File: src/rtl/iee_pkg.sv
// Package for the infix expression evaluator: data width, character codes,
// micro-op and sequencing codes, control structs and the microprogram table.
// Depends on nothing; every other file of the block imports it.
`default_nettype none

package iee_pkg;

    // Arithmetic width; results wrap at this many bits.
    localparam int DATA_WIDTH = 32;
    localparam int DIV_CNT_W  = $clog2(DATA_WIDTH);
    localparam int CHAR_W     = 8;
    localparam int VALUE_W    = 32;
    localparam int UADDR_W    = 4;

    typedef logic [DATA_WIDTH-1:0] t_data;
    typedef logic [UADDR_W-1:0]    t_uaddr;

    // Character codes of interest.
    localparam logic [CHAR_W-1:0] CH_ZERO  = 8'h30;
    localparam logic [CHAR_W-1:0] CH_NINE  = 8'h39;
    localparam logic [CHAR_W-1:0] CH_STAR  = 8'h2A;
    localparam logic [CHAR_W-1:0] CH_SLASH = 8'h2F;
    localparam logic [CHAR_W-1:0] CH_PLUS  = 8'h2B;
    localparam logic [CHAR_W-1:0] CH_MINUS = 8'h2D;

    // Operator waiting for its right-hand number.
    localparam logic [1:0] PEND_NONE = 2'd0;
    localparam logic [1:0] PEND_MUL  = 2'd1;
    localparam logic [1:0] PEND_DIV  = 2'd2;

    // Character classes used by the dispatch step.
    localparam logic [1:0] CLS_OTHER  = 2'd0;
    localparam logic [1:0] CLS_DIGIT  = 2'd1;
    localparam logic [1:0] CLS_MULDIV = 2'd2;
    localparam logic [1:0] CLS_ADDSUB = 2'd3;

    // Sequencing field of a control word.
    localparam logic [2:0] SEQ_NEXT     = 3'd0;
    localparam logic [2:0] SEQ_JUMP     = 3'd1;
    localparam logic [2:0] SEQ_WAIT_IN  = 3'd2;
    localparam logic [2:0] SEQ_DISPATCH = 3'd3;
    localparam logic [2:0] SEQ_IF_DIV   = 3'd4;
    localparam logic [2:0] SEQ_WAIT_DIV = 3'd5;
    localparam logic [2:0] SEQ_IF_LAST  = 3'd6;
    localparam logic [2:0] SEQ_WAIT_OUT = 3'd7;

    // Datapath micro-operations.
    localparam logic [2:0] UOP_NOP       = 3'd0;
    localparam logic [2:0] UOP_LOAD      = 3'd1;
    localparam logic [2:0] UOP_DIGIT     = 3'd2;
    localparam logic [2:0] UOP_FIN_START = 3'd3;
    localparam logic [2:0] UOP_FIN_DIV   = 3'd4;
    localparam logic [2:0] UOP_SET_OP    = 3'd5;
    localparam logic [2:0] UOP_SIGN      = 3'd6;
    localparam logic [2:0] UOP_EMIT      = 3'd7;

    // Microprogram addresses.
    localparam t_uaddr A_FETCH    = 4'd0;
    localparam t_uaddr A_DISPATCH = 4'd1;
    localparam t_uaddr A_DIGIT    = 4'd2;
    localparam t_uaddr A_MD_FIN   = 4'd3;
    localparam t_uaddr A_MD_WAIT  = 4'd4;
    localparam t_uaddr A_MD_SET   = 4'd5;
    localparam t_uaddr A_AS_FIN   = 4'd6;
    localparam t_uaddr A_AS_WAIT  = 4'd7;
    localparam t_uaddr A_AS_SIGN  = 4'd8;
    localparam t_uaddr A_CHK_LAST = 4'd9;
    localparam t_uaddr A_END_FIN  = 4'd10;
    localparam t_uaddr A_END_WAIT = 4'd11;
    localparam t_uaddr A_EMIT     = 4'd12;

    typedef struct packed {
        logic [2:0] seq;
        logic [2:0] uop;
        t_uaddr     target;
    } t_uword;

    // Sequencer to datapath: operation of this step and whether it takes effect.
    typedef struct packed {
        logic [2:0] uop;
        logic       fire;
    } t_seq_ctl;

    // Datapath to sequencer: conditions for jumps and waits.
    typedef struct packed {
        logic [1:0] cls;
        logic       last;
        logic       div_go;
        logic       div_done;
        logic       out_full;
    } t_dp_flags;

    // The microprogram.
    function automatic t_uword ucode_rom(input t_uaddr addr);
        t_uword w;
        w = '{seq: SEQ_JUMP, uop: UOP_NOP, target: A_FETCH};
        case (addr)
            A_FETCH:    w = '{seq: SEQ_WAIT_IN,  uop: UOP_LOAD,      target: A_FETCH};
            A_DISPATCH: w = '{seq: SEQ_DISPATCH, uop: UOP_NOP,       target: A_FETCH};
            A_DIGIT:    w = '{seq: SEQ_JUMP,     uop: UOP_DIGIT,     target: A_CHK_LAST};
            A_MD_FIN:   w = '{seq: SEQ_IF_DIV,   uop: UOP_FIN_START, target: A_MD_SET};
            A_MD_WAIT:  w = '{seq: SEQ_WAIT_DIV, uop: UOP_FIN_DIV,   target: A_FETCH};
            A_MD_SET:   w = '{seq: SEQ_JUMP,     uop: UOP_SET_OP,    target: A_CHK_LAST};
            A_AS_FIN:   w = '{seq: SEQ_IF_DIV,   uop: UOP_FIN_START, target: A_AS_SIGN};
            A_AS_WAIT:  w = '{seq: SEQ_WAIT_DIV, uop: UOP_FIN_DIV,   target: A_FETCH};
            A_AS_SIGN:  w = '{seq: SEQ_NEXT,     uop: UOP_SIGN,      target: A_FETCH};
            A_CHK_LAST: w = '{seq: SEQ_IF_LAST,  uop: UOP_NOP,       target: A_FETCH};
            A_END_FIN:  w = '{seq: SEQ_IF_DIV,   uop: UOP_FIN_START, target: A_EMIT};
            A_END_WAIT: w = '{seq: SEQ_WAIT_DIV, uop: UOP_FIN_DIV,   target: A_FETCH};
            A_EMIT:     w = '{seq: SEQ_WAIT_OUT, uop: UOP_EMIT,      target: A_FETCH};
            default:    w = '{seq: SEQ_JUMP,     uop: UOP_NOP,       target: A_FETCH};
        endcase
        return w;
    endfunction

endpackage

`default_nettype wire

File: src/rtl/iee_divider.sv
// Signed truncating divider, restoring, one quotient bit per cycle.
// Depends on iee_pkg for the data width.
`default_nettype none

module iee_divider import iee_pkg::*; (
    input  wire logic  i_clk,
    input  wire logic  i_rst_n,
    input  wire logic  i_start,
    input  wire t_data i_dividend,
    input  wire t_data i_divisor,
    output logic       o_done,
    output t_data      o_quotient
);

    logic                 r_busy, n_busy;
    logic                 r_done, n_done;
    logic                 r_neg, n_neg;
    logic [DIV_CNT_W-1:0] r_cnt, n_cnt;
    t_data                r_rem, n_rem;
    t_data                r_quo, n_quo;
    t_data                r_den, n_den;
    logic [DATA_WIDTH:0]  shifted;
    logic [DATA_WIDTH:0]  diff;

    // One restoring step: shift in the next dividend bit, try the subtraction.
    always_comb begin
        shifted = {r_rem, r_quo[DATA_WIDTH-1]};
        diff    = shifted - {1'b0, r_den};
    end

    always_comb begin
        n_busy = r_busy;
        n_done = r_done;
        n_neg  = r_neg;
        n_cnt  = r_cnt;
        n_rem  = r_rem;
        n_quo  = r_quo;
        n_den  = r_den;
        if (i_start) begin
            n_neg  = i_dividend[DATA_WIDTH-1] ^ i_divisor[DATA_WIDTH-1];
            n_quo  = i_dividend[DATA_WIDTH-1] ? (~i_dividend + 1'b1) : i_dividend;
            n_den  = i_divisor[DATA_WIDTH-1] ? (~i_divisor + 1'b1) : i_divisor;
            n_rem  = '0;
            n_cnt  = DIV_CNT_W'(DATA_WIDTH - 1);
            n_busy = 1'b1;
            n_done = 1'b0;
        end else if (r_busy) begin
            if (!diff[DATA_WIDTH]) begin
                n_rem = diff[DATA_WIDTH-1:0];
                n_quo = {r_quo[DATA_WIDTH-2:0], 1'b1};
            end else begin
                n_rem = shifted[DATA_WIDTH-1:0];
                n_quo = {r_quo[DATA_WIDTH-2:0], 1'b0};
            end
            n_cnt = r_cnt - 1'b1;
            if (r_cnt == '0) begin
                n_busy = 1'b0;
                n_done = 1'b1;
            end
        end
    end

    always_ff @(posedge i_clk) begin
        if (!i_rst_n) begin
            r_busy <= 1'b0;
            r_done <= 1'b0;
        end else begin
            r_busy <= n_busy;
            r_done <= n_done;
        end
        r_neg <= n_neg;
        r_cnt <= n_cnt;
        r_rem <= n_rem;
        r_quo <= n_quo;
        r_den <= n_den;
    end

    // The magnitude quotient takes the sign of the operands at the end.
    assign o_done     = r_done;
    assign o_quotient = r_neg ? (~r_quo + 1'b1) : r_quo;

endmodule

`default_nettype wire

File: src/rtl/iee_datapath.sv
// Datapath of the expression evaluator: number, term, sum and flag registers
// driven by micro-ops, the output register, and the divider.
// Depends on iee_pkg and iee_divider.
`default_nettype none

module iee_datapath import iee_pkg::*; (
    input  wire logic              i_clk,
    input  wire logic              i_rst_n,
    input  wire t_seq_ctl          i_ctl,
    input  wire logic [CHAR_W-1:0] i_char_code,
    input  wire logic              i_last,
    input  wire logic              i_out_ready,
    output t_dp_flags              o_flags,
    output logic                   o_out_valid,
    output logic signed [VALUE_W-1:0] o_value,
    output logic                   o_div_zero
);

    logic [CHAR_W-1:0]  r_char;
    logic               r_last;
    t_data              r_acc, n_acc;
    logic               r_have, n_have;
    t_data              r_term, n_term;
    logic [1:0]         r_pend, n_pend;
    t_data              r_sum, n_sum;
    logic               r_neg, n_neg;
    logic               r_err, n_err;
    logic               r_out_valid, n_out_valid;
    logic signed [VALUE_W-1:0] r_value, n_value;
    logic               r_div_zero, n_div_zero;

    logic               is_digit;
    logic [1:0]         cls;
    logic               div_go;
    logic               div_start;
    logic               div_done;
    t_data              quotient;
    t_data              signed_term;
    t_data              final_sum;
    t_data              product;
    t_data              acc_next;
    logic               fire;

    iee_divider u_div (
        .i_clk      (i_clk),
        .i_rst_n    (i_rst_n),
        .i_start    (div_start),
        .i_dividend (r_term),
        .i_divisor  (r_acc),
        .o_done     (div_done),
        .o_quotient (quotient)
    );

    // Character class of the latched word.
    always_comb begin
        is_digit = (r_char >= CH_ZERO) && (r_char <= CH_NINE);
        if (is_digit) begin
            cls = CLS_DIGIT;
        end else if (r_char == CH_STAR || r_char == CH_SLASH) begin
            cls = CLS_MULDIV;
        end else if (r_char == CH_PLUS || r_char == CH_MINUS) begin
            cls = CLS_ADDSUB;
        end else begin
            cls = CLS_OTHER;
        end
    end

    // A finished number meets a waiting divide by a non-zero divisor.
    assign div_go    = r_have && (r_pend == PEND_DIV) && (r_acc != '0);
    assign fire      = i_ctl.fire;
    assign div_start = fire && (i_ctl.uop == UOP_FIN_START) && div_go;

    // Arithmetic for the micro-ops.
    always_comb begin
        product     = DATA_WIDTH'(r_term * r_acc);
        acc_next    = (r_acc << 3) + (r_acc << 1) + DATA_WIDTH'(r_char[3:0]);
        signed_term = r_neg ? (~r_term + 1'b1) : r_term;
        final_sum   = r_sum + signed_term;
    end

    always_comb begin
        n_acc       = r_acc;
        n_have      = r_have;
        n_term      = r_term;
        n_pend      = r_pend;
        n_sum       = r_sum;
        n_neg       = r_neg;
        n_err       = r_err;
        n_value     = r_value;
        n_div_zero  = r_div_zero;
        n_out_valid = r_out_valid && !i_out_ready;
        if (fire) begin
            unique case (i_ctl.uop)
                UOP_DIGIT: begin
                    n_acc  = acc_next;
                    n_have = 1'b1;
                end
                UOP_FIN_START: begin
                    if (r_have && !div_go) begin
                        priority if (r_pend == PEND_MUL) begin
                            n_term = product;
                        end else if (r_pend == PEND_DIV) begin
                            n_err  = 1'b1;
                            n_term = '0;
                        end else begin
                            n_term = r_acc;
                        end
                        n_pend = PEND_NONE;
                        n_have = 1'b0;
                        n_acc  = '0;
                    end
                end
                UOP_FIN_DIV: begin
                    n_term = quotient;
                    n_pend = PEND_NONE;
                    n_have = 1'b0;
                    n_acc  = '0;
                end
                UOP_SET_OP: begin
                    n_pend = (r_char == CH_STAR) ? PEND_MUL : PEND_DIV;
                end
                UOP_SIGN: begin
                    if (r_pend == PEND_NONE) begin
                        n_sum  = final_sum;
                        n_term = '0;
                    end
                    n_neg = (r_char == CH_MINUS);
                end
                UOP_EMIT: begin
                    n_value     = VALUE_W'($signed(final_sum));
                    n_div_zero  = r_err;
                    n_out_valid = 1'b1;
                    n_acc       = '0;
                    n_have      = 1'b0;
                    n_term      = '0;
                    n_pend      = PEND_NONE;
                    n_sum       = '0;
                    n_neg       = 1'b0;
                    n_err       = 1'b0;
                end
                UOP_LOAD, UOP_NOP: begin
                end
                default: begin
                end
            endcase
        end
    end

    always_ff @(posedge i_clk) begin
        if (!i_rst_n) begin
            r_acc       <= '0;
            r_have      <= 1'b0;
            r_term      <= '0;
            r_pend      <= PEND_NONE;
            r_sum       <= '0;
            r_neg       <= 1'b0;
            r_err       <= 1'b0;
            r_out_valid <= 1'b0;
        end else begin
            r_acc       <= n_acc;
            r_have      <= n_have;
            r_term      <= n_term;
            r_pend      <= n_pend;
            r_sum       <= n_sum;
            r_neg       <= n_neg;
            r_err       <= n_err;
            r_out_valid <= n_out_valid;
        end
        r_value    <= n_value;
        r_div_zero <= n_div_zero;
    end

    // Latch the incoming word when the fetch step takes it.
    always_ff @(posedge i_clk) begin
        if (fire && i_ctl.uop == UOP_LOAD) begin
            r_char <= i_char_code;
            r_last <= i_last;
        end
    end

    always_comb begin
        o_flags.cls      = cls;
        o_flags.last     = r_last;
        o_flags.div_go   = div_go;
        o_flags.div_done = div_done;
        o_flags.out_full = r_out_valid && !i_out_ready;
    end

    assign o_out_valid = r_out_valid;
    assign o_value     = r_value;
    assign o_div_zero  = r_div_zero;

endmodule

`default_nettype wire

File: config.mk
export PLATFORM = sky130hd
export DESIGN_NAME = iee_datapath
export DESIGN_NICKNAME = d
export VERILOG_FILES = /design/src/rtl/iee_pkg.sv /design/src/rtl/iee_divider.sv /design/src/rtl/iee_datapath.sv
export SDC_FILE = /design/constraint.sdc
export NUM_CORES = 2
export LEC_CHECK = 0
export BUFFER_PORTS_ARGS = -buffer_cell sky130_fd_sc_hd__clkbuf_2
export CORE_ASPECT_RATIO = 0.6
export CORE_MARGIN = 3
export CORE_UTILIZATION = 40
export DETAILED_ROUTE_END_ITERATION = 10
export PLACE_DENSITY = 0.51
export SYNTH_ARGS = -nofsm -noshare
export SYNTH_HDL_FRONTEND = slang
export SYNTH_SLANG_ARGS = --single-unit
File: constraint.sdc
create_clock -name i_clk -period 11.22 [get_ports i_clk]
set_input_delay 1.122 -clock i_clk [delete_from_list [all_inputs] [get_ports i_clk]]
set_output_delay 1.122 -clock i_clk [all_outputs]
set_load 0.05 [all_outputs]
# Yosys cells after proc, flatten, opt, wreduce, memory -nomap -nowiden
# Index checks and enable logic that the tools add are counted.
[word_totals]
reg_bits = 248
inputBits = 16
out_inout_bits = 40
wordCells = 119
[op_classes]
add_sub_neg = 8
mul = 1
n_lt_le_gt_ge = 2
n_eq_ne = 17
muxes = 35
bitwise = 5
reduce_logical = 31
[op_table]
columns = ["cell", "n"]
rows = [
  ["2-to-1 mux 32 bit", 12],
  ["case mux 32 bit (4 select lines)", 1],
  ["adder 32 x 1 -> 32 bit (second input constant)", 3],
  ["inverter 32 bit", 3],
  ["case mux 32 bit (3 select lines)", 1],
  ["adder 32 bit", 2],
  ["case mux 32 bit (2 select lines)", 1],
  ["subtractor 33 x 32 -> 33 bit", 1],
  ["adder 32 x 4 -> 32 bit", 1],
  ["equality test 8 x 6 -> 1 bit (second input constant)", 4],
  ["multiplier 32 x 32 -> 32 bit", 1],
  ["nonzero test 32 bit", 1],
  ["2-to-1 mux 31 bit", 1],
  ["equality test 3 bit (second input constant)", 4],
  ["2-to-1 mux 1 bit", 10],
  ["2-to-1 mux 2 bit", 5],
  ["AND reduction 3 bit", 3],
  [">= comparator 8 x 6 -> 1 bit (second input constant)", 1],
  ["<= comparator 8 x 6 -> 1 bit (second input constant)", 1],
  ["logical AND 1 bit", 8],
  ["equality test 3 x 2 -> 1 bit (second input constant)", 2],
  ["inequality test 2 bit (second input constant)", 3],
  ["case mux 2 bit (3 select lines)", 1],
  ["AND reduction 2 bit", 3],
  ["19 further kinds", 26],
]

# Longest topological paths before layout
[depth]
ltp_word = 7
mapped_depth = 28
ltp_nobuf = 26

# Modules after synthesis
# A second synthesis with hierarchy kept.
[unflattened]
cells_unflattened = 3776
area_unflattened_um2 = 33198.1
[modules_own_cells]
columns = ["module", "instances", "cells_each", "area_each_um2", "seq_area_each_um2"]
rows = [
  ["iee_datapath", 1, 2870, 25497.0, 3303.2],
  ["iee_divider", 1, 906, 7701.1, 2732.6],
]

# Worst setup path after synthesis
# OpenSTA, ideal clock, no wires.
[synth_timing]
kind = "reg-to-reg"
from = "register r_acc[6]"
to = "register r_term[31]"
setup_ps = 134
arrival_time_ps = 6945
required_ps = 11086
path_slack_ps = 4142
stages_incl_launch_ff = 27
n_path_buf = 2
synth_period_minus_slack_ps = 7078
path_cell_list = "dfxtp_1 clkbuf_1 clkbuf_1 and2_1 fa_1 fa_1 fa_1 inv_1 fa_1 inv_1 fa_1 inv_1 fa_1 inv_1 fa_1 fa_1 ha_1 a21o_1 a21o_1 a21oi_1 nor2_1 a211oi_1 a21oi_1 o31ai_1 xnor2_1 a222oi_1 a211oi_1"
[synth_via]
elab_chain_cells = 6
elab_cells_between_ends = 10
classes_between = "1 x mul; 1 x eq/ne; 3 x mux; 5 x reduce/logical"
[synth_rtl]
columns = ["element", "line", "rtl"]
rows = [
  ["start, declared", "iee_datapath.sv:21", "t_data r_acc, n_acc;"],
  ["start signal, assigned", "iee_datapath.sv:160", "r_acc <= n_acc;"],
  ["parallel branches: the longest is 6 deep, another holds multiplier 32 x 32 -> 32 bit", "--", ""],
  ["end signal, assigned", "iee_datapath.sv:162", "r_term <= n_term;"],
  ["end, declared", "iee_datapath.sv:23", "t_data r_term, n_term;"],
]
# Several ways; the timed one is not identified. The select of a mux whose other input is x is not followed.
# A chain may end at the register's enable or synchronous reset.

# Worst setup path after layout
[layout_timing]
from = "register r_acc[10]"
to = "register r_term[31]"
# The elaborated chain is that of the path after synthesis.

==> impl_metrics.yaml <==
run_status:
  status: "finished, final reports clean"
setup_path:
  cp-startpoint: "r_acc[10]"
  crit_fanout: 13
  r2r_cells: 22
  cp.depth: 22
  required_ns: 11.69
  crit_buf_inv: 3
  start_kind: "flop"
  crit_type: "flop to flop"
  cp_cell_sequence: "buf_4 > buf_4 > nand2_1 > fa_1 > fa_1 > fa_1 > fa_1 > fa_1 > inv_1 > fa_1 > fa_1 > fa_1 > ha_1 > and3_1 > nand2_1 > nor2_1 > a211oi_1 > a21oi_1 > o31ai_1 > xnor2_1 > a222oi_1 > a211oi_1"
  r2r_end: "r_term[31]"
  cpPeakStageDelay_ns: 0.73
  arrival_ns: 8.47
  worst_path_max_delay_cell: "dfxtp_1"
  cp_top_family: "adder cells"
  r2r_slack_ns: 3.22
  critPathCaptureType: "flop"
  worst_r2r_startpoint: "r_acc[10]"
  crit_top_cell: "fa_1"
sta:
  setup_viol: 0
  period_share_pct: 71.3
  worst_pin_slew_ns: 1.24
  timing.hold.ws_ns: 0.445
  fmax_mhz: 125
  period_needed_ns: 8.00
  relSlewSlack_pct: 16.5
  finClkSkew_ns: 0.0457
  rsz0062_at_grt: "no"
  finalMaxSlewViolations: 0
  fin_tns_setup_ns: 0
  final-hold-violation-count: 0
global_route:
  grt_pass1_wl_um: 161000
  grt_util_all_layers_pct: 24.4
  grt_max_degree: 69
  met1_usage_pct: 39.6
  grt_busiest_layer: "met1"
  grt_util_met3_pct: 6.82
  grtUsageMet2_pct: 31.7
  grt_pass1_vias: 25500
  overflow: 0
  antenna_found_initial: 1
floorplanning:
  start_util_pct: 40.8
  pin_count: 56
  num_rows: 80
  die_area_um2: 85600
  dieWidth_um: 376
  core_area_um2: 80400
  die_h_um: 228
route:
  first_pass_iters: 7
  vias_per_cell: 5.48
  vias: 26100
  route.detailed.drc: 0
  wire_per_inst_um: 21.8
  final_antenna_net_count: 0
  wl_um: 104000
  drt-initial-drc-count: 2304
synthesis:
  syn-num-nets: 4433
  synthAdderAreaFrac_pct: 34.7
  ys_seq_elements: 248
  synth_simple_gate_area_share_pct: 18.2
  synth_top_family_by_area: "adder cells"
  synth_compound_area_share_pct: 12.5
  synthXorXnorAreaFrac_pct: 7.47
  ys_seq_area_share_pct: 18.4
  synth.yosys.warnings: 0
  syn_avg_cell_area_um2: 8.73
  synth-main-ff-cell: "dfxtp_1"
  async_flop_share_pct: 0
  synth_enable_flop_cells: 107
  synthMuxAreaShare_pct: 0.675
  synthCells: 3755
  syn_area_um2: 32800
  ys_types: 81
clocking:
  hold_buffers: 0
  cts_tree: "done"
  clkSinkCount: 248
  clk_latency_ns: 0.63
  clock_path_buffers: 3
  h-tree-depth: 1
  cts_root_buffer: "clkbuf_16"
  cts_buffers: 29
  cts-resized-gates: 0
  cts.clk_slew.worst_paths_ns: 0.07
  cts_setup_buffers: 0
placed_design:
  gp_routability_congestion: 0.889
  place_hpwl_um: 79900
  port_buffers: 55
  place_inst: 4709
finish:
  layout_common_cells: "453 x nand2_1, 452 x inv_1, 412 x fa_1, 312 x and2_1, 250 x ha_1"
  drive_above_1_share_pct: 5.82
  stdcell_count: 4764
  final_common_cell: "nand2_1"
  nFillCells: 7955
  final_net_count: 4352
  area_growth_pct: 6.96
  fin_util_pct: 43.6
worst_hold_path:
  hold_depth: 0
  hold_end: "o_div_zero"
  min_from: "r_err"
  hp-class: "flop to flop"
power_and_ir_drop:
  ir_drop_v: 0.000109
  p_leak_nw: 16.0
  power_density_nw_per_um2: 70.4
job:
  cap_violations: 0
-- worst max path at each step --
stage	slack, ns	end
after floorplan	4.14	r_term[31]
after global placement	3.43	r_term[31]
after detailed placement	3.35	r_term[31]
after CTS	3.31	r_term[31]
after global routing	2.88	r_term[31]
final	3.22	r_term[31]
-- worst register-to-register path: cells and delay by family, from the launching register on --
family          cells  cell delay, ns
compound gates      5            1.46
xor+xnor            1            0.12
fa+ha+maj           9            4.31
buf+inv             3            0.74
flops               1            0.73
simple gates        4            0.48
-- area by class of cell --
type / count / area (um^2) / share of cell area, %
antenna: 1 / 2.50 / 0.00713
inverter: 454 / 1700 / 4.86
clock inverter: 21 / 251 / 0.717
multi-input combinational: 2811 / 24100 / 68.8
tap: 1066 / 1330 / 3.80
timing repair buffer: 130 / 838 / 2.39
clock buffer: 33 / 771 / 2.20
sequential: 248 / 6040 / 17.2
-- Yosys cell counts (18+ instances only) --
cell type    n  area, um^2
o21ai_0    177         886
a22oi_1     39         293
o21bai_1    18         135
nor2b_1     18         113
or3_1       26         163
dfxtp_1    141        2820
nand2b_1    31         194
nor3_1      61         305
xor2_1      84         736
and2_1     312        1950
a21o_1      44         330
clkbuf_1   224         841
inv_1      454        1700
fa_1       412        8250
nor2_1     167         627
o21a_1      24         180
ha_1       250        3130
mux2i_1     21         210
nand3_1     40         200
a21oi_1    146         731
a31oi_1     40         250
o31ai_1     30         225
xnor2_1    194        1700
nand2_1    453        1700
a211oi_1    21         158
edfxtp_1   107        3210
-- stage by stage --
step	power [mW]	setup slack [ns]	cell area, um^2
3_3_place_gp	1.41	3.43	34100
3_5_place_dp	1.41	3.35	34100
2_1_floorplan	1.26	4.14	32800
4_1_cts	2.48	3.31	35100
5_1_grt	2.57	2.88	35100
6_report	2.47	3.22	35100
-- state kept, by name, indices dropped and copies added (netlist names), 2 cells and up --
signal / cells
u_div.r_rem: 32
o_value: 32
u_div.r_quo: 32
r_acc: 32
r_char: 8
r_pend: 2
r_sum: 32
u_div.r_den: 32
u_div.r_cnt: 5
r_term: 32
-- metal layers --
metal	wire length [um]	share of wire [%]
met1	53400	51
met2	38800	37
met3	9990	9.6
met4	1880	1.8
met5	0	0
-- power breakdown --
part,internal [mW],total [mW],switching (mW)
Clock,0.611,1.07,0.462
Sequential,0.958,1.00,0.0435
Combinational,0.123,0.395,0.272
Total,1.69,2.47,0.777
-- kinds of logic (layout without fill, tap and decap cells) --
logic type | count (synthesis) | in the layout
DFF | 248 | 248
AOI/OAI and AO/OA | 645 | 645
xor gates and xnor gates | 279 | 279
and+or+nand+nor | 1203 | 1203
adders and majority gates | 662 | 662
muxes | 22 | 22
other | 0 | 1
buffers and inverters | 696 | 638
(Power assumes the default switching activity.)
