==> src/rtl/iee_pkg.sv <==
// Package for the infix expression evaluator: data width, character codes,
// micro-op and sequencing codes, control structs and the microprogram table.
// Depends on nothing; every other file of the block imports it.
`default_nettype none

package iee_pkg;

    // Arithmetic width; results wrap at this many bits.
    localparam int DATA_WIDTH = 32;
    localparam int DIV_CNT_W  = $clog2(DATA_WIDTH);
    localparam int CHAR_W     = 8;
    localparam int VALUE_W    = 32;
    localparam int UADDR_W    = 4;

    typedef logic [DATA_WIDTH-1:0] t_data;
    typedef logic [UADDR_W-1:0]    t_uaddr;

    // Character codes of interest.
    localparam logic [CHAR_W-1:0] CH_ZERO  = 8'h30;
    localparam logic [CHAR_W-1:0] CH_NINE  = 8'h39;
    localparam logic [CHAR_W-1:0] CH_STAR  = 8'h2A;
    localparam logic [CHAR_W-1:0] CH_SLASH = 8'h2F;
    localparam logic [CHAR_W-1:0] CH_PLUS  = 8'h2B;
    localparam logic [CHAR_W-1:0] CH_MINUS = 8'h2D;

    // Operator waiting for its right-hand number.
    localparam logic [1:0] PEND_NONE = 2'd0;
    localparam logic [1:0] PEND_MUL  = 2'd1;
    localparam logic [1:0] PEND_DIV  = 2'd2;

    // Character classes used by the dispatch step.
    localparam logic [1:0] CLS_OTHER  = 2'd0;
    localparam logic [1:0] CLS_DIGIT  = 2'd1;
    localparam logic [1:0] CLS_MULDIV = 2'd2;
    localparam logic [1:0] CLS_ADDSUB = 2'd3;

    // Sequencing field of a control word.
    localparam logic [2:0] SEQ_NEXT     = 3'd0;
    localparam logic [2:0] SEQ_JUMP     = 3'd1;
    localparam logic [2:0] SEQ_WAIT_IN  = 3'd2;
    localparam logic [2:0] SEQ_DISPATCH = 3'd3;
    localparam logic [2:0] SEQ_IF_DIV   = 3'd4;
    localparam logic [2:0] SEQ_WAIT_DIV = 3'd5;
    localparam logic [2:0] SEQ_IF_LAST  = 3'd6;
    localparam logic [2:0] SEQ_WAIT_OUT = 3'd7;

    // Datapath micro-operations.
    localparam logic [2:0] UOP_NOP       = 3'd0;
    localparam logic [2:0] UOP_LOAD      = 3'd1;
    localparam logic [2:0] UOP_DIGIT     = 3'd2;
    localparam logic [2:0] UOP_FIN_START = 3'd3;
    localparam logic [2:0] UOP_FIN_DIV   = 3'd4;
    localparam logic [2:0] UOP_SET_OP    = 3'd5;
    localparam logic [2:0] UOP_SIGN      = 3'd6;
    localparam logic [2:0] UOP_EMIT      = 3'd7;

    // Microprogram addresses.
    localparam t_uaddr A_FETCH    = 4'd0;
    localparam t_uaddr A_DISPATCH = 4'd1;
    localparam t_uaddr A_DIGIT    = 4'd2;
    localparam t_uaddr A_MD_FIN   = 4'd3;
    localparam t_uaddr A_MD_WAIT  = 4'd4;
    localparam t_uaddr A_MD_SET   = 4'd5;
    localparam t_uaddr A_AS_FIN   = 4'd6;
    localparam t_uaddr A_AS_WAIT  = 4'd7;
    localparam t_uaddr A_AS_SIGN  = 4'd8;
    localparam t_uaddr A_CHK_LAST = 4'd9;
    localparam t_uaddr A_END_FIN  = 4'd10;
    localparam t_uaddr A_END_WAIT = 4'd11;
    localparam t_uaddr A_EMIT     = 4'd12;

    typedef struct packed {
        logic [2:0] seq;
        logic [2:0] uop;
        t_uaddr     target;
    } t_uword;

    // Sequencer to datapath: operation of this step and whether it takes effect.
    typedef struct packed {
        logic [2:0] uop;
        logic       fire;
    } t_seq_ctl;

    // Datapath to sequencer: conditions for jumps and waits.
    typedef struct packed {
        logic [1:0] cls;
        logic       last;
        logic       div_go;
        logic       div_done;
        logic       out_full;
    } t_dp_flags;

    // The microprogram.
    function automatic t_uword ucode_rom(input t_uaddr addr);
        t_uword w;
        w = '{seq: SEQ_JUMP, uop: UOP_NOP, target: A_FETCH};
        case (addr)
            A_FETCH:    w = '{seq: SEQ_WAIT_IN,  uop: UOP_LOAD,      target: A_FETCH};
            A_DISPATCH: w = '{seq: SEQ_DISPATCH, uop: UOP_NOP,       target: A_FETCH};
            A_DIGIT:    w = '{seq: SEQ_JUMP,     uop: UOP_DIGIT,     target: A_CHK_LAST};
            A_MD_FIN:   w = '{seq: SEQ_IF_DIV,   uop: UOP_FIN_START, target: A_MD_SET};
            A_MD_WAIT:  w = '{seq: SEQ_WAIT_DIV, uop: UOP_FIN_DIV,   target: A_FETCH};
            A_MD_SET:   w = '{seq: SEQ_JUMP,     uop: UOP_SET_OP,    target: A_CHK_LAST};
            A_AS_FIN:   w = '{seq: SEQ_IF_DIV,   uop: UOP_FIN_START, target: A_AS_SIGN};
            A_AS_WAIT:  w = '{seq: SEQ_WAIT_DIV, uop: UOP_FIN_DIV,   target: A_FETCH};
            A_AS_SIGN:  w = '{seq: SEQ_NEXT,     uop: UOP_SIGN,      target: A_FETCH};
            A_CHK_LAST: w = '{seq: SEQ_IF_LAST,  uop: UOP_NOP,       target: A_FETCH};
            A_END_FIN:  w = '{seq: SEQ_IF_DIV,   uop: UOP_FIN_START, target: A_EMIT};
            A_END_WAIT: w = '{seq: SEQ_WAIT_DIV, uop: UOP_FIN_DIV,   target: A_FETCH};
            A_EMIT:     w = '{seq: SEQ_WAIT_OUT, uop: UOP_EMIT,      target: A_FETCH};
            default:    w = '{seq: SEQ_JUMP,     uop: UOP_NOP,       target: A_FETCH};
        endcase
        return w;
    endfunction

endpackage

`default_nettype wire

==> src/rtl/iee_sequencer.sv <==
// Microprogram sequencer: step counter, control word table and jump logic.
// Depends on iee_pkg for the microprogram and control structs.
`default_nettype none

module iee_sequencer import iee_pkg::*; (
    input  wire logic      i_clk,
    input  wire logic      i_rst_n,
    input  wire logic      i_in_valid,
    input  wire t_dp_flags i_flags,
    output logic           o_in_ready,
    output t_seq_ctl       o_ctl
);

    t_uaddr r_upc, n_upc;
    t_uword uw;
    logic   fire;

    assign uw = ucode_rom(r_upc);

    // Pick the next step and decide whether the current one takes effect.
    always_comb begin
        fire  = 1'b1;
        n_upc = r_upc + 1'b1;
        unique case (uw.seq)
            SEQ_NEXT: begin
                n_upc = r_upc + 1'b1;
            end
            SEQ_JUMP: begin
                n_upc = uw.target;
            end
            SEQ_WAIT_IN: begin
                fire  = i_in_valid;
                n_upc = fire ? r_upc + 1'b1 : r_upc;
            end
            SEQ_DISPATCH: begin
                unique case (i_flags.cls)
                    CLS_DIGIT:  n_upc = A_DIGIT;
                    CLS_MULDIV: n_upc = A_MD_FIN;
                    CLS_ADDSUB: n_upc = A_AS_FIN;
                    default:    n_upc = A_CHK_LAST;
                endcase
            end
            SEQ_IF_DIV: begin
                n_upc = i_flags.div_go ? r_upc + 1'b1 : uw.target;
            end
            SEQ_WAIT_DIV: begin
                fire  = i_flags.div_done;
                n_upc = fire ? r_upc + 1'b1 : r_upc;
            end
            SEQ_IF_LAST: begin
                n_upc = i_flags.last ? r_upc + 1'b1 : uw.target;
            end
            SEQ_WAIT_OUT: begin
                fire  = !i_flags.out_full;
                n_upc = fire ? uw.target : r_upc;
            end
            default: begin
                n_upc = A_FETCH;
            end
        endcase
    end

    always_ff @(posedge i_clk) begin
        if (!i_rst_n) begin
            r_upc <= A_FETCH;
        end else begin
            r_upc <= n_upc;
        end
    end

    assign o_in_ready = (uw.seq == SEQ_WAIT_IN);
    assign o_ctl.uop  = uw.uop;
    assign o_ctl.fire = fire;

endmodule

`default_nettype wire

==> config.mk <==
export PLATFORM = sky130hd
export DESIGN_NAME = iee_sequencer
export DESIGN_NICKNAME = d
export VERILOG_FILES = /design/src/rtl/iee_pkg.sv /design/src/rtl/iee_sequencer.sv
export SDC_FILE = /design/constraint.sdc
export NUM_CORES = 1
export LEC_CHECK = 0
export BUFFER_PORTS_ARGS = -buffer_cell sky130_fd_sc_hd__buf_4
export CAP_MARGIN = 20
export CORE_MARGIN = 2
export CORE_UTILIZATION = 51
export DETAILED_ROUTE_END_ITERATION = 7
export PLACE_DENSITY = 0.76
export SYNTH_ARGS = -nofsm -noshare
export SYNTH_HDL_FRONTEND = slang
export SYNTH_SLANG_ARGS = --single-unit
export TNS_END_PERCENT = 50
==> constraint.sdc <==
create_clock -name i_clk -period 2.5 [get_ports i_clk]
set_input_delay 0.25 -clock i_clk [delete_from_list [all_inputs] [get_ports i_clk]]
set_output_delay 0.25 -clock i_clk [all_outputs]
set_load 0.005 [all_outputs]
; ---- Word level (Yosys, flattened, before mapping)
; Memory sizes are Yosys's and may differ from the RTL's. A register that Yosys moved wholly into a read port is not among the register bits.
; Cells that the tools add are included.
[word_totals]
regBits = 4
rom_bits = 144
in_bits = 9
output_inout_bits = 5
word_cells = 29
n_memories = 1
[memory_table]
columns = memory, words, word_bits, read_ports, rd_ports_with_merged_regs, wr, line
row1 = (name not given), 16, 9, 1, 1, 0, iee_pkg.sv:97  ; case (addr)
[classes]
addsub = 1
n_eq_ne = 13
muxes = 10
n_reduce_logical = 3
[op_table]
columns = cell, n
row1 = case mux 4 bit (8 select lines), 1
row2 = 2-to-1 mux 4 bit, 7
row3 = "equality test 3 bit, second input constant", 4
row4 = case mux 4 bit (3 select lines), 1
row5 = "equality test 3 x 2 -> 1 bit, second input constant", 2
row6 = "inequality test 2 bit, second input constant", 3
row7 = "adder 4 x 1 -> 4 bit, second input constant", 1
row8 = "equality test 2 bit, second input constant", 2
row9 = "equality test 3 x 1 -> 1 bit, second input constant", 1
row10 = zero test 3 bit, 1
row11 = case mux 1 bit (3 select lines), 1
row12 = AND reduction 3 bit, 1
row13 = "equality test 2 x 1 -> 1 bit, second input constant", 1
row14 = zero test 1 bit, 1

; ---- Logic depth before layout (Yosys ltp)
; Gate-level depths: netlist of run 1.
[logic_depth]
ltp_word = 5
ltp_mapped = 11
depth_no_buf = 10

; ---- Worst setup path after synthesis of run 1
; OpenSTA, ideal clock, no wires.
[synth_path]
path_type = reg2reg
start = register uw[9] (netlist name)
end = register uw[8] (netlist name)
setup_ns = 0.121
arrival_time_ns = 2.394
required_ns = 2.379
path_slack_ns = -0.015
stages_incl_launch_ff = 10
path_buffers = 1
period_less_slack_ns = 2.515
cell_sequence = dfxtp_1 -> buf_4 -> or3b_4 -> o32ai_4 -> inv_4 -> a211oi_2 -> inv_1 -> ha_1 -> mux2_4 -> mux2_2
[synth_between]
elab_chain_cells = 5
word_cells_on_any_way = 15
cone_classes = 10 x eq/ne / 3 x mux / 2 x reduce/logical
[synth_lines]
columns = item, line
row1 = equality test 3 bit or equality test 3 x 2 -> 1 bit (tied branches), iee_sequencer.sv:24  ; unique case (uw.seq)
row2 = inequality test 2 bit (no source line), -
row3 = AND reduction 3 bit (no source line), -
row4 = 2-to-1 mux 4 bit (no source line) * (2 in a row), -
; Every way passes the cells marked *; elsewhere a longest branch is shown, timed or not.
; A chain may end at the register's enable or synchronous reset.

; ---- Worst setup path in the final report of run 1
[layout_path]
start = register uw[7] (netlist name)
end = register uw[4] (netlist name)
[layout_between]
elab_chain_cells = 5
word_cells_on_any_way = 15
cone_classes = 10 x eq/ne / 3 x mux / 2 x reduce/logical
[layout_lines]
columns = item, line
row1 = equality test 3 bit or equality test 3 x 2 -> 1 bit (tied branches), iee_sequencer.sv:24
row2 = inequality test 2 bit (no source line), -
row3 = AND reduction 3 bit (no source line), -
row4 = 2-to-1 mux 4 bit (no source line) * (2 in a row), -
; Marks and branches as above.

==> results.ini, run 1 <==
[logic_synthesis]
synth_xor_area_frac = 0.02301
synth_top_family_by_area = compound AO/OA/AOI/OAI gates
netlist_instances = 113
synthAdderAreaFrac = 0.08055
avgSynthCellArea_um2 = 9.622
synth_seq_cells = 13
synth_edf_count = 0
yosysSeqAreaShare = 0.2394
yosys.area_share.simple = 0.1554
synth_compound_area_frac = 0.2808
async_flop_share = 0
synth_area_um2 = 1087
synth_ff_type = dfxtp_1
syn_nets = 129
muxShareOfSynthArea = 0.1082
netlist_top_cells_area = dfxtp_1, ha_1, mux2i_1, buf_4, inv_1
synth_top_cell_by_area = dfxtp_1
yosysWarnings = 0
synth_cell_type_count = 44
synth_top_area_share = 0.2394

[power_and_ir_drop]
power_w = 0.001606
powerDensity_nw_per_um2 = 1267
p_switching_w = 0.0007134
p_sw_frac = 0.4444
peakVddDrop_mv = 0.6026
p_clk_frac = 0.080
p_int_w = 0.0008921
p_seq_frac = 0.241
cellLeakagePower_nw = 0.5286
p_comb_frac = 0.679

[routing]
avgRoutedWirePerCell_um = 15.20
wl_met1_um = 974
wl_met2_um = 1332
drc_errors = 0
drt_iter0_drc = 12
ant_nets = 0
wl_met3_um = 30
vias = 871
wl_um = 2401
drt_first_pass_iters = 4
viasPerCell = 5.513
dr.max_layer_used = met4

[worst_hold_path]
min_path_cells = 3
holdCritPathClass = in -> reg
holdPathEnd = uw[2]$_DFF_P_
hold_path_startpoint = i_rst_n

[floorplanning]
io_pins = 14
row_count = 16
core_area_um2 = 1982
die_w_um = 50.18
dieArea_um2 = 2518
fp.dieH_um = 50.18
initial_core_util = 0.5486

[sta]
fin_tns_setup_ns = 0
hold_viol = 0
setup_viol_count_final = 0
fin_crit_sh = 0.9312
post-route-min-period_ns = 2.328
slew_headroom = 0.7482
worst_slew_pin_slew_ns = 0.3749
skew_ns = 0.002306
max_freq_mhz = 429.6
finalWorstSetupSlack_ns = 0.1720
rsz0062_at_grt = false
maxSlewViolCount = 0

[setup_path]
arrival_ns = 2.48
timing.rr.end = uw[4]$_DFF_P_
r2r_slack_ns = 0.17
slowest_delay_ns = 0.55
crit_fanout = 9
worstPathRequired_ns = 2.65
cp-start-kind = flop
reg2reg_from = uw[7]$_DFF_P_
slowest_stage = or4b_1
end_kind = flop
critPathKind = reg -> reg
cp_cell_sequence = or4b_1 > o211ai_2 > o2bb2ai_1 > o221ai_4 > ha_1 > buf_4 > a211oi_1 > a22oi_1
r2r_cells = 8

[clocking]
cts_tree = yes
clkLatencyLatePin_ns = 0.28
cts_resized = 0
cts_hold_buf = 0
clockBufferDepth = 2
numCtsBuffers = 3
cts_max_level = 1
cts_root_buf = clkbuf_4
post_cts_buffers = 0
clk_pin_slew_ns = 0.07
cts.sinks = 13

[global_route]
antenna_found_initial = 0
grt_usage = 0.2036
grt_overflow = 0
grt_pass1_wl_um = 3815
grt_pass1_vias = 885
grt_start_max_net_pins = 11

[placed_design]
gp_congestion = 0.8007
dp_slack_ns = 0.07443
dp_cells = 154
hpwl_um = 1963
postPlaceCellArea_um2 = 1226
portBuffers = 13

[flow_run]
maxCapViolations = 0

[final_layout]
nets = 148
finalInstanceArea_um2 = 1267
drive_gt1_frac = 0.3359
syn_to_final_growth_pct = 16.57
num_antenna_cells = 0
layout.cells.non_filler = 158

[outcome]
outcome = complete, no violations

[power groups by stage]
stage	Sequential [W]	Clock, W	Combinational [W]
after global placement	0.000378	0	0.00103
after global routing	0.000404	0.000138	0.00119
after floorplan	0.000335	0	0.000854
after detailed placement	0.000383	0	0.00107
after CTS	0.000378	0.000130	0.00107
final	0.000386	0.000129	0.00109
[cell type report]
cell class / count / area (um^2)
multi-input combinational: 78 / 723.2
fill: 175 / 714.4
sequential: 13 / 264.0
timing repair buffer: 22 / 165.2
inverter: 14 / 55.05
tap: 27 / 33.78
clock buffer: 4 / 26.28
[routing by layer]
| metal | vias up | track usage |
|---|---|---|
| met5 | - | 0 |
| met2 | 15 | 0.3925 |
| met1 | 418 | 0.2181 |
| met3 | 7 | 0.008929 |
| li1 | 431 | - |
| met4 | 0 | 0.1111 |
[state kept, by name, indices dropped and copies added (netlist names)]
register / flops
r_upc: 4
uw: 9
[cells by family (layout without fill, tap and decap cells)]
group           Yosys count  in the layout
fa+ha+maj                 7              7
flops                    13             13
simple gates             29             29
buf+inv                  22             40
xor+xnor                  2              2
compound gates           29             29
mux                      11             11
[layout by cell type (no fill, tap or decap), types with 2 or more instances in the layout]
master	count
a211oi_1	2
a211oi_4	2
a21oi_1	3
buf_4	22
clkbuf_4	3
dfxtp_1	10
dfxtp_2	3
ha_1	7
inv_1	12
mux2i_1	8
nand2_1	6
nand2b_1	2
nand3b_1	3
nor2_1	6
nor2b_1	2
nor3_1	3
o21ai_0	2
o21ai_1	2
o22a_1	2
o22ai_1	3
o2bb2ai_1	4
[per-stage QoR]
step | util | hold WS [ns]
3_5_place_dp | 0.6187 | 0.6048
4_1_cts | 0.6319 | 0.2989
2_1_floorplan | - | 0.4003
3_3_place_gp | 0.6187 | 0.5828
5_1_grt | 0.6395 | 0.3115
6_report | 0.6395 | 0.3046
[cell usage after synthesis (2+ instances only)]
master / instances
dfxtp_1: 13
a211oi_1: 2
nand2_1: 6
o21ai_1: 2
nand2b_1: 2
ha_1: 7
nor2_1: 6
nand3b_1: 3
o22ai_1: 3
nor3_1: 3
buf_6: 2
buf_4: 6
mux2i_1: 8
nor2b_1: 2
o21ai_0: 2
o22a_1: 2
a21oi_1: 3
o2bb2ai_1: 4
inv_1: 12
[worst max-delay path by stage]
| stage | startpoint | end | slack [ns] | cells past startpoint |
|---|---|---|---|---|
| 2_1_floorplan | uw[9]$_DFF_P_ | uw[8]$_DFF_P_ | 0.05 | 9 |
| 3_3_place_gp | uw[8]$_DFF_P_ | uw[8]$_DFF_P_ | 0.09 | 8 |
| 3_5_place_dp | uw[8]$_DFF_P_ | uw[8]$_DFF_P_ | 0.07 | 8 |
| 4_1_cts | uw[8]$_DFF_P_ | uw[8]$_DFF_P_ | 0.02 | 8 |
| 5_1_grt | uw[8]$_DFF_P_ | uw[4]$_DFF_P_ | 0.05 | 10 |
| 6_report | uw[7]$_DFF_P_ | uw[4]$_DFF_P_ | 0.17 | 8 |
[critical path, delay by kind of cell, from the launching register on]
| family | cells | cell delay, ns |
|---|---|---|
| fa+ha+maj | 1 | 0.22 |
| compound gates | 5 | 0.92 |
| flops | 1 | 0.37 |
| buf+inv | 1 | 0.15 |
| simple gates | 1 | 0.55 |
(Power assumes the default switching activity.)
==> run 2: changes to the inputs <==
--- a/config.mk
+++ b/config.mk
@@ -11,6 +11,7 @@
 export CORE_UTILIZATION = 51
 export DETAILED_ROUTE_END_ITERATION = 7
 export PLACE_DENSITY = 0.76
+export SETUP_SLACK_MARGIN = 0.2
 export SYNTH_ARGS = -nofsm -noshare
 export SYNTH_HDL_FRONTEND = slang
 export SYNTH_SLANG_ARGS = --single-unit
==> results.ini, run 2 (same netlist as run 1, synthesis figures left out) <==
[floorplanning]
fp.dieH_um = 50.18
core_area_um2 = 1982
row_count = 16
die_w_um = 50.18
io_pins = 14
initial_core_util = 0.5486
dieArea_um2 = 2518

[final_layout]
final_common_cell = buf_4
nFillCells = 133
nets = 159
syn_to_final_growth_pct = 33.83
register_area_um2 = 271.5
multi_input_area_um2 = 810.8
largest_reg_flops = 9
drive_gt1_frac = 0.4859
layout.cells.non_filler = 169
num_antenna_cells = 0
final_cell_mix = buf_4, dfxtp_1, inv_1

[sta]
slew_headroom = 0.7617
fin_tns_setup_ns = 0
rsz0062_at_grt = true
skew_ns = 0.002629
hold_ws_ns = 0.3264
max_freq_mhz = 428.9
finalWorstSetupSlack_ns = 0.1683
setup_viol_count_final = 0
hold_viol = 0
post-route-min-period_ns = 2.332
fin_crit_sh = 0.9327
maxSlewViolCount = 0
worst_slew_pin_slew_ns = 0.3574

[global_route]
antenna_found_initial = 0
grt_start_max_net_pins = 11
grt_overflow = 0
grt_usage = 0.2055
grt_pass1_vias = 881
grt_pass1_wl_um = 3967

[power_and_ir_drop]
powerDensity_nw_per_um2 = 1321
p_int_w = 0.001088
cellLeakagePower_nw = 0.5962
power_w = 0.001922
peakVddDrop_mv = 0.7879
p_seq_frac = 0.208
p_sw_frac = 0.4342
p_comb_frac = 0.726
p_clk_frac = 0.065
p_switching_w = 0.0008345

[placed_design]
portBuffers = 13
gp_congestion = 0.8786
dp_cells = 153
dp_slack_ns = 0.09185
hpwl_um = 1793

[routing]
drt_first_pass_iters = 4
wl_um = 2678
ant_nets = 0
avgRoutedWirePerCell_um = 15.85
drc_errors = 0
vias = 947
drt_iter0_drc = 37
viasPerCell = 5.604

[outcome]
outcome = complete, no violations

[setup_path]
critPathKind = reg -> reg
crit_fanout = 6
worstPathRequired_ns = 2.69
cp-start-kind = flop
end_kind = flop
arrival_ns = 2.52
r2r_slack_ns = 0.17

[clocking]
clockBufferDepth = 2
numCtsBuffers = 3
clkLatencyLatePin_ns = 0.27
cts_max_level = 1
cts_tree = yes
cts.sinks = 13
clk_pin_slew_ns = 0.08
cts_root_buf = clkbuf_4

[flow_run]
maxCapViolations = 0

[worst_hold_path]
holdCritPathClass = in -> reg

-- run 2: per-layer routing --
layer	GRT usage	part of all wire	vias up
met3	0.01786	0.029	7
met2	0.3838	0.56	24
li1	-	-	455
met1	0.2369	0.40	461
met4	0.08333	0.017	0
met5	0	0	-
-- run 2: path summary, 6_finish.rpt --
| kind | from | endpoint | cells past startpoint |
|---|---|---|---|
| max | uw[9]$_DFF_P_ | uw[7]$_DFF_P_ | 9 |
| min | i_rst_n | uw[5]$_DFF_P_ | 3 |
| max reg2reg | uw[9]$_DFF_P_ | uw[7]$_DFF_P_ | 9 |
| min reg2reg | r_upc[1]$_SDFFE_PN0N_ | r_upc[1]$_SDFFE_PN0N_ | 2 |
-- run 2: stage by stage --
step                      cell area [um^2]  utilization
after floorplan                       1104            -
after global placement                1224       0.6174
after detailed placement              1224       0.6174
after CTS                             1290       0.6509
after global routing                  1455       0.7342
final                                 1455       0.7342
-- run 2: timing repair --
action | CTS | global route
hold buffers | 0 | 0
resized for setup | 9 | 18
setup buffers | 1 | 11
pin swaps | 1 | 8
setup endpoints to repair | 5 | 4
hold endpoints to repair | 0 | 0
gates cloned | 0 | 0
-- run 2: worst max-delay path, cell delays in order, from the launching register on --
cell and delay (ns):
dfxtp_4 0.39, buf_6 0.11, or4b_4 0.47, o211ai_4 0.14, o2bb2ai_4 0.16, o221ai_4 0.19, ha_4 0.33, inv_4 0.04
mux2_4 0.26, mux2i_1 0.15
-- run 2: layout make-up --
type | count | share of cell area
clock buffer | 4 | 0.01806
multi-input combinational | 78 | 0.5572
sequential | 13 | 0.1866
tap | 27 | 0.02322
timing repair buffer | 33 | 0.1754
inverter | 14 | 0.03955
-- run 2: power groups by stage --
stage	sequential [W]	clock, W	combinational (W)
final	0.000400	0.000126	0.00140
after global routing	0.000417	0.000136	0.00151
after CTS	0.000390	0.000126	0.00111
after detailed placement	0.000380	0	0.00105
after global placement	0.000376	0	0.00103
after floorplan	0.000336	0	0.000861
==> run 3: changes to the inputs <==
--- a/config.mk
+++ b/config.mk
@@ -5,12 +5,13 @@
 export SDC_FILE = /design/constraint.sdc
 export NUM_CORES = 1
 export LEC_CHECK = 0
+export ABC_AREA = 1
 export BUFFER_PORTS_ARGS = -buffer_cell sky130_fd_sc_hd__buf_4
-export CAP_MARGIN = 20
+export CAP_MARGIN = 0
 export CORE_MARGIN = 2
-export CORE_UTILIZATION = 51
+export CORE_UTILIZATION = 50
 export DETAILED_ROUTE_END_ITERATION = 7
-export PLACE_DENSITY = 0.76
+export PLACE_DENSITY = 0.75
 export SETUP_SLACK_MARGIN = 0.2
 export SYNTH_ARGS = -nofsm -noshare
 export SYNTH_HDL_FRONTEND = slang
==> results.ini, run 3 <==
[clocking]
cts.sinks = 13
clk_pin_slew_ns = 0.07
numCtsBuffers = 3
cts_max_level = 1
cts_root_buf = clkbuf_4
cts_hold_buf = 0
clockBufferDepth = 2
clkLatencyLatePin_ns = 0.28
cts_tree = yes

[final_layout]
nFillCells = 209
final_util = 0.5723
final_cell_mix = nand2_1, inv_1, nand3_1
nets = 174
finalInstanceArea_um2 = 1100
largest_reg_flops = 9
syn_to_final_growth_pct = 9.875
drive_gt1_frac = 0.2548
num_antenna_cells = 0
final_common_cell = nand2_1
layout.cells.non_filler = 184

[setup_path]
cp_top_family = simple AND/OR/NAND/NOR gates
crit_buf_inv = 3
cp_cell_sequence = inv_2 > nand2_2 > nor2_2 > nand2_2 > inv_2 > nor2_4 > nand3_1 > nand2_1 > inv_1 > ha_1 > nand3_1 > nand2_2 > nand2_1 > nand2_1
cp-start-kind = flop
r2r_slack_ns = 0.46
end_kind = flop
slowest_delay_ns = 0.47
worstPathRequired_ns = 2.68
arrival_ns = 2.22
crit_fanout = 8
slowest_stage = dfxtp_1
critPathKind = reg -> reg

[placed_design]
hpwl_um = 1560
dp_cells = 180
postPlaceCellArea_um2 = 1071
gp_congestion = 0.8379
portBuffers = 13

[sta]
hold_viol = 0
rsz0062_at_grt = false
maxSlewViolCount = 0
post-route-min-period_ns = 2.045
skew_ns = 0.0002865
setup_viol_count_final = 0
fin_crit_sh = 0.8179
worst_slew_pin_slew_ns = 0.2636
max_freq_mhz = 489.0
fin_tns_setup_ns = 0
slew_headroom = 0.8240
hold_ws_ns = 0.4117

[logic_synthesis]
syn_nets = 162
synth_top_cell_by_area = dfxtp_1
yosysWarnings = 0
synth_edf_count = 0
async_flop_share = 0
synth_top_area_share = 0.2600
synth_ff_type = dfxtp_1
netlist_top_cells_area = dfxtp_1, nand2_1, ha_1, nand3_1, inv_1
netlist_instances = 146
avgSynthCellArea_um2 = 6.856
yosysSeqAreaShare = 0.2600
synth_seq_cells = 13
synth_common_cells = nand2_1, inv_1, nand3_1, dfxtp_1, nand2_2
synth_area_um2 = 1001
synth_most_common_cell = nand2_1
synth_cell_type_count = 23

[power_and_ir_drop]
cellLeakagePower_nw = 0.6340
peakVddDrop_mv = 0.5495
powerDensity_nw_per_um2 = 1213

[routing]
ant_nets = 0
drt_iter0_drc = 11
drt_first_pass_iters = 4
drc_errors = 0
wl_um = 1952
avgRoutedWirePerCell_um = 10.61
vias = 899
viasPerCell = 4.886

[outcome]
outcome = complete, no violations

[global_route]
grt_pass1_wl_um = 3450
grt_usage = 0.1866
grt_pass1_vias = 854
grt_overflow = 0
grt_start_max_net_pins = 12
antenna_found_initial = 0

[flow_run]
maxCapViolations = 0

[floorplanning]
initial_core_util = 0.5208
row_count = 16
die_w_um = 48.74
dieArea_um2 = 2376
core_area_um2 = 1922
io_pins = 14
fp.dieH_um = 48.74

[worst_hold_path]
holdCritPathClass = in -> reg

==> run 3: where the power goes <==
| group | total, W | switching (W) | leakage, nW | internal [W] |
|---|---|---|---|---|
| clock network | 0.000130 | 0.0000682 | 0.0150 | 0.0000620 |
| registers | 0.000357 | 0.0000672 | 0.107 | 0.000290 |
| logic | 0.000847 | 0.000513 | 0.512 | 0.000333 |
| total | 0.00133 | 0.000648 | 0.634 | 0.000685 |
==> run 3: repair_timing <==
action / CTS / global route
setup endpoints to repair: 0 / 2
gates resized for setup: 0 / 1
setup buffers: 0 / 0
==> run 3: layout make-up <==
| cell class | count | area (um^2) | share of cell area |
|---|---|---|---|
| multi-input combinational | 105 | 599.3 | 0.5449 |
| sequential | 13 | 260.3 | 0.2366 |
| timing repair buffer | 13 | 97.59 | 0.08874 |
| inverter | 22 | 82.58 | 0.07509 |
| tap | 27 | 33.78 | 0.03072 |
| clock buffer | 4 | 26.28 | 0.02389 |
==> run 3: routing by layer <==
metal	share of wire	track usage
met4	0.026	0.1048
met3	0.021	0.02469
met5	0	0
met1	0.43	0.1830
met2	0.53	0.3676
==> run 3: worst min-delay path: cells and delay by family <==
family	cells	cell delay, ns
AOI/OAI and AO/OA	2	0.19
buffers and inverters	1	0.11
and+or+nand+nor	1	0.10
==> run 3: cells by family (layout without fill, tap and decap cells) <==
| kind of cell | after synthesis | count (layout) | share of synthesized area |
|---|---|---|---|
| AOI/OAI and AO/OA | 13 | 13 | 0.08124 |
| adders and majority gates | 7 | 7 | 0.08750 |
| buffers and inverters | 28 | 39 | 0.1438 |
| DFF | 13 | 13 | 0.2600 |
| and+or+nand+nor | 85 | 85 | 0.4275 |
==> run 3: final timing paths <==
check	from	end	depth (start not counted)
max	uw[9]$_DFF_P_	uw[5]$_DFF_P_	14
min	i_rst_n	uw[0]$_SDFF_PP0_	4
max reg2reg	uw[9]$_DFF_P_	uw[5]$_DFF_P_	14
min reg2reg	uw[0]$_SDFF_PP0_	r_upc[0]$_SDFFE_PN0N_	4
==> run 3: metrics by stage <==
stage | power (W) | setup WS, ns
2_1_floorplan | 0.001064 | 0.6673
5_1_grt | 0.001474 | 0.2115
3_3_place_gp | 0.001178 | 0.4391
6_report | 0.001334 | 0.4552
4_1_cts | 0.001336 | 0.3815
3_5_place_dp | 0.001203 | 0.3933
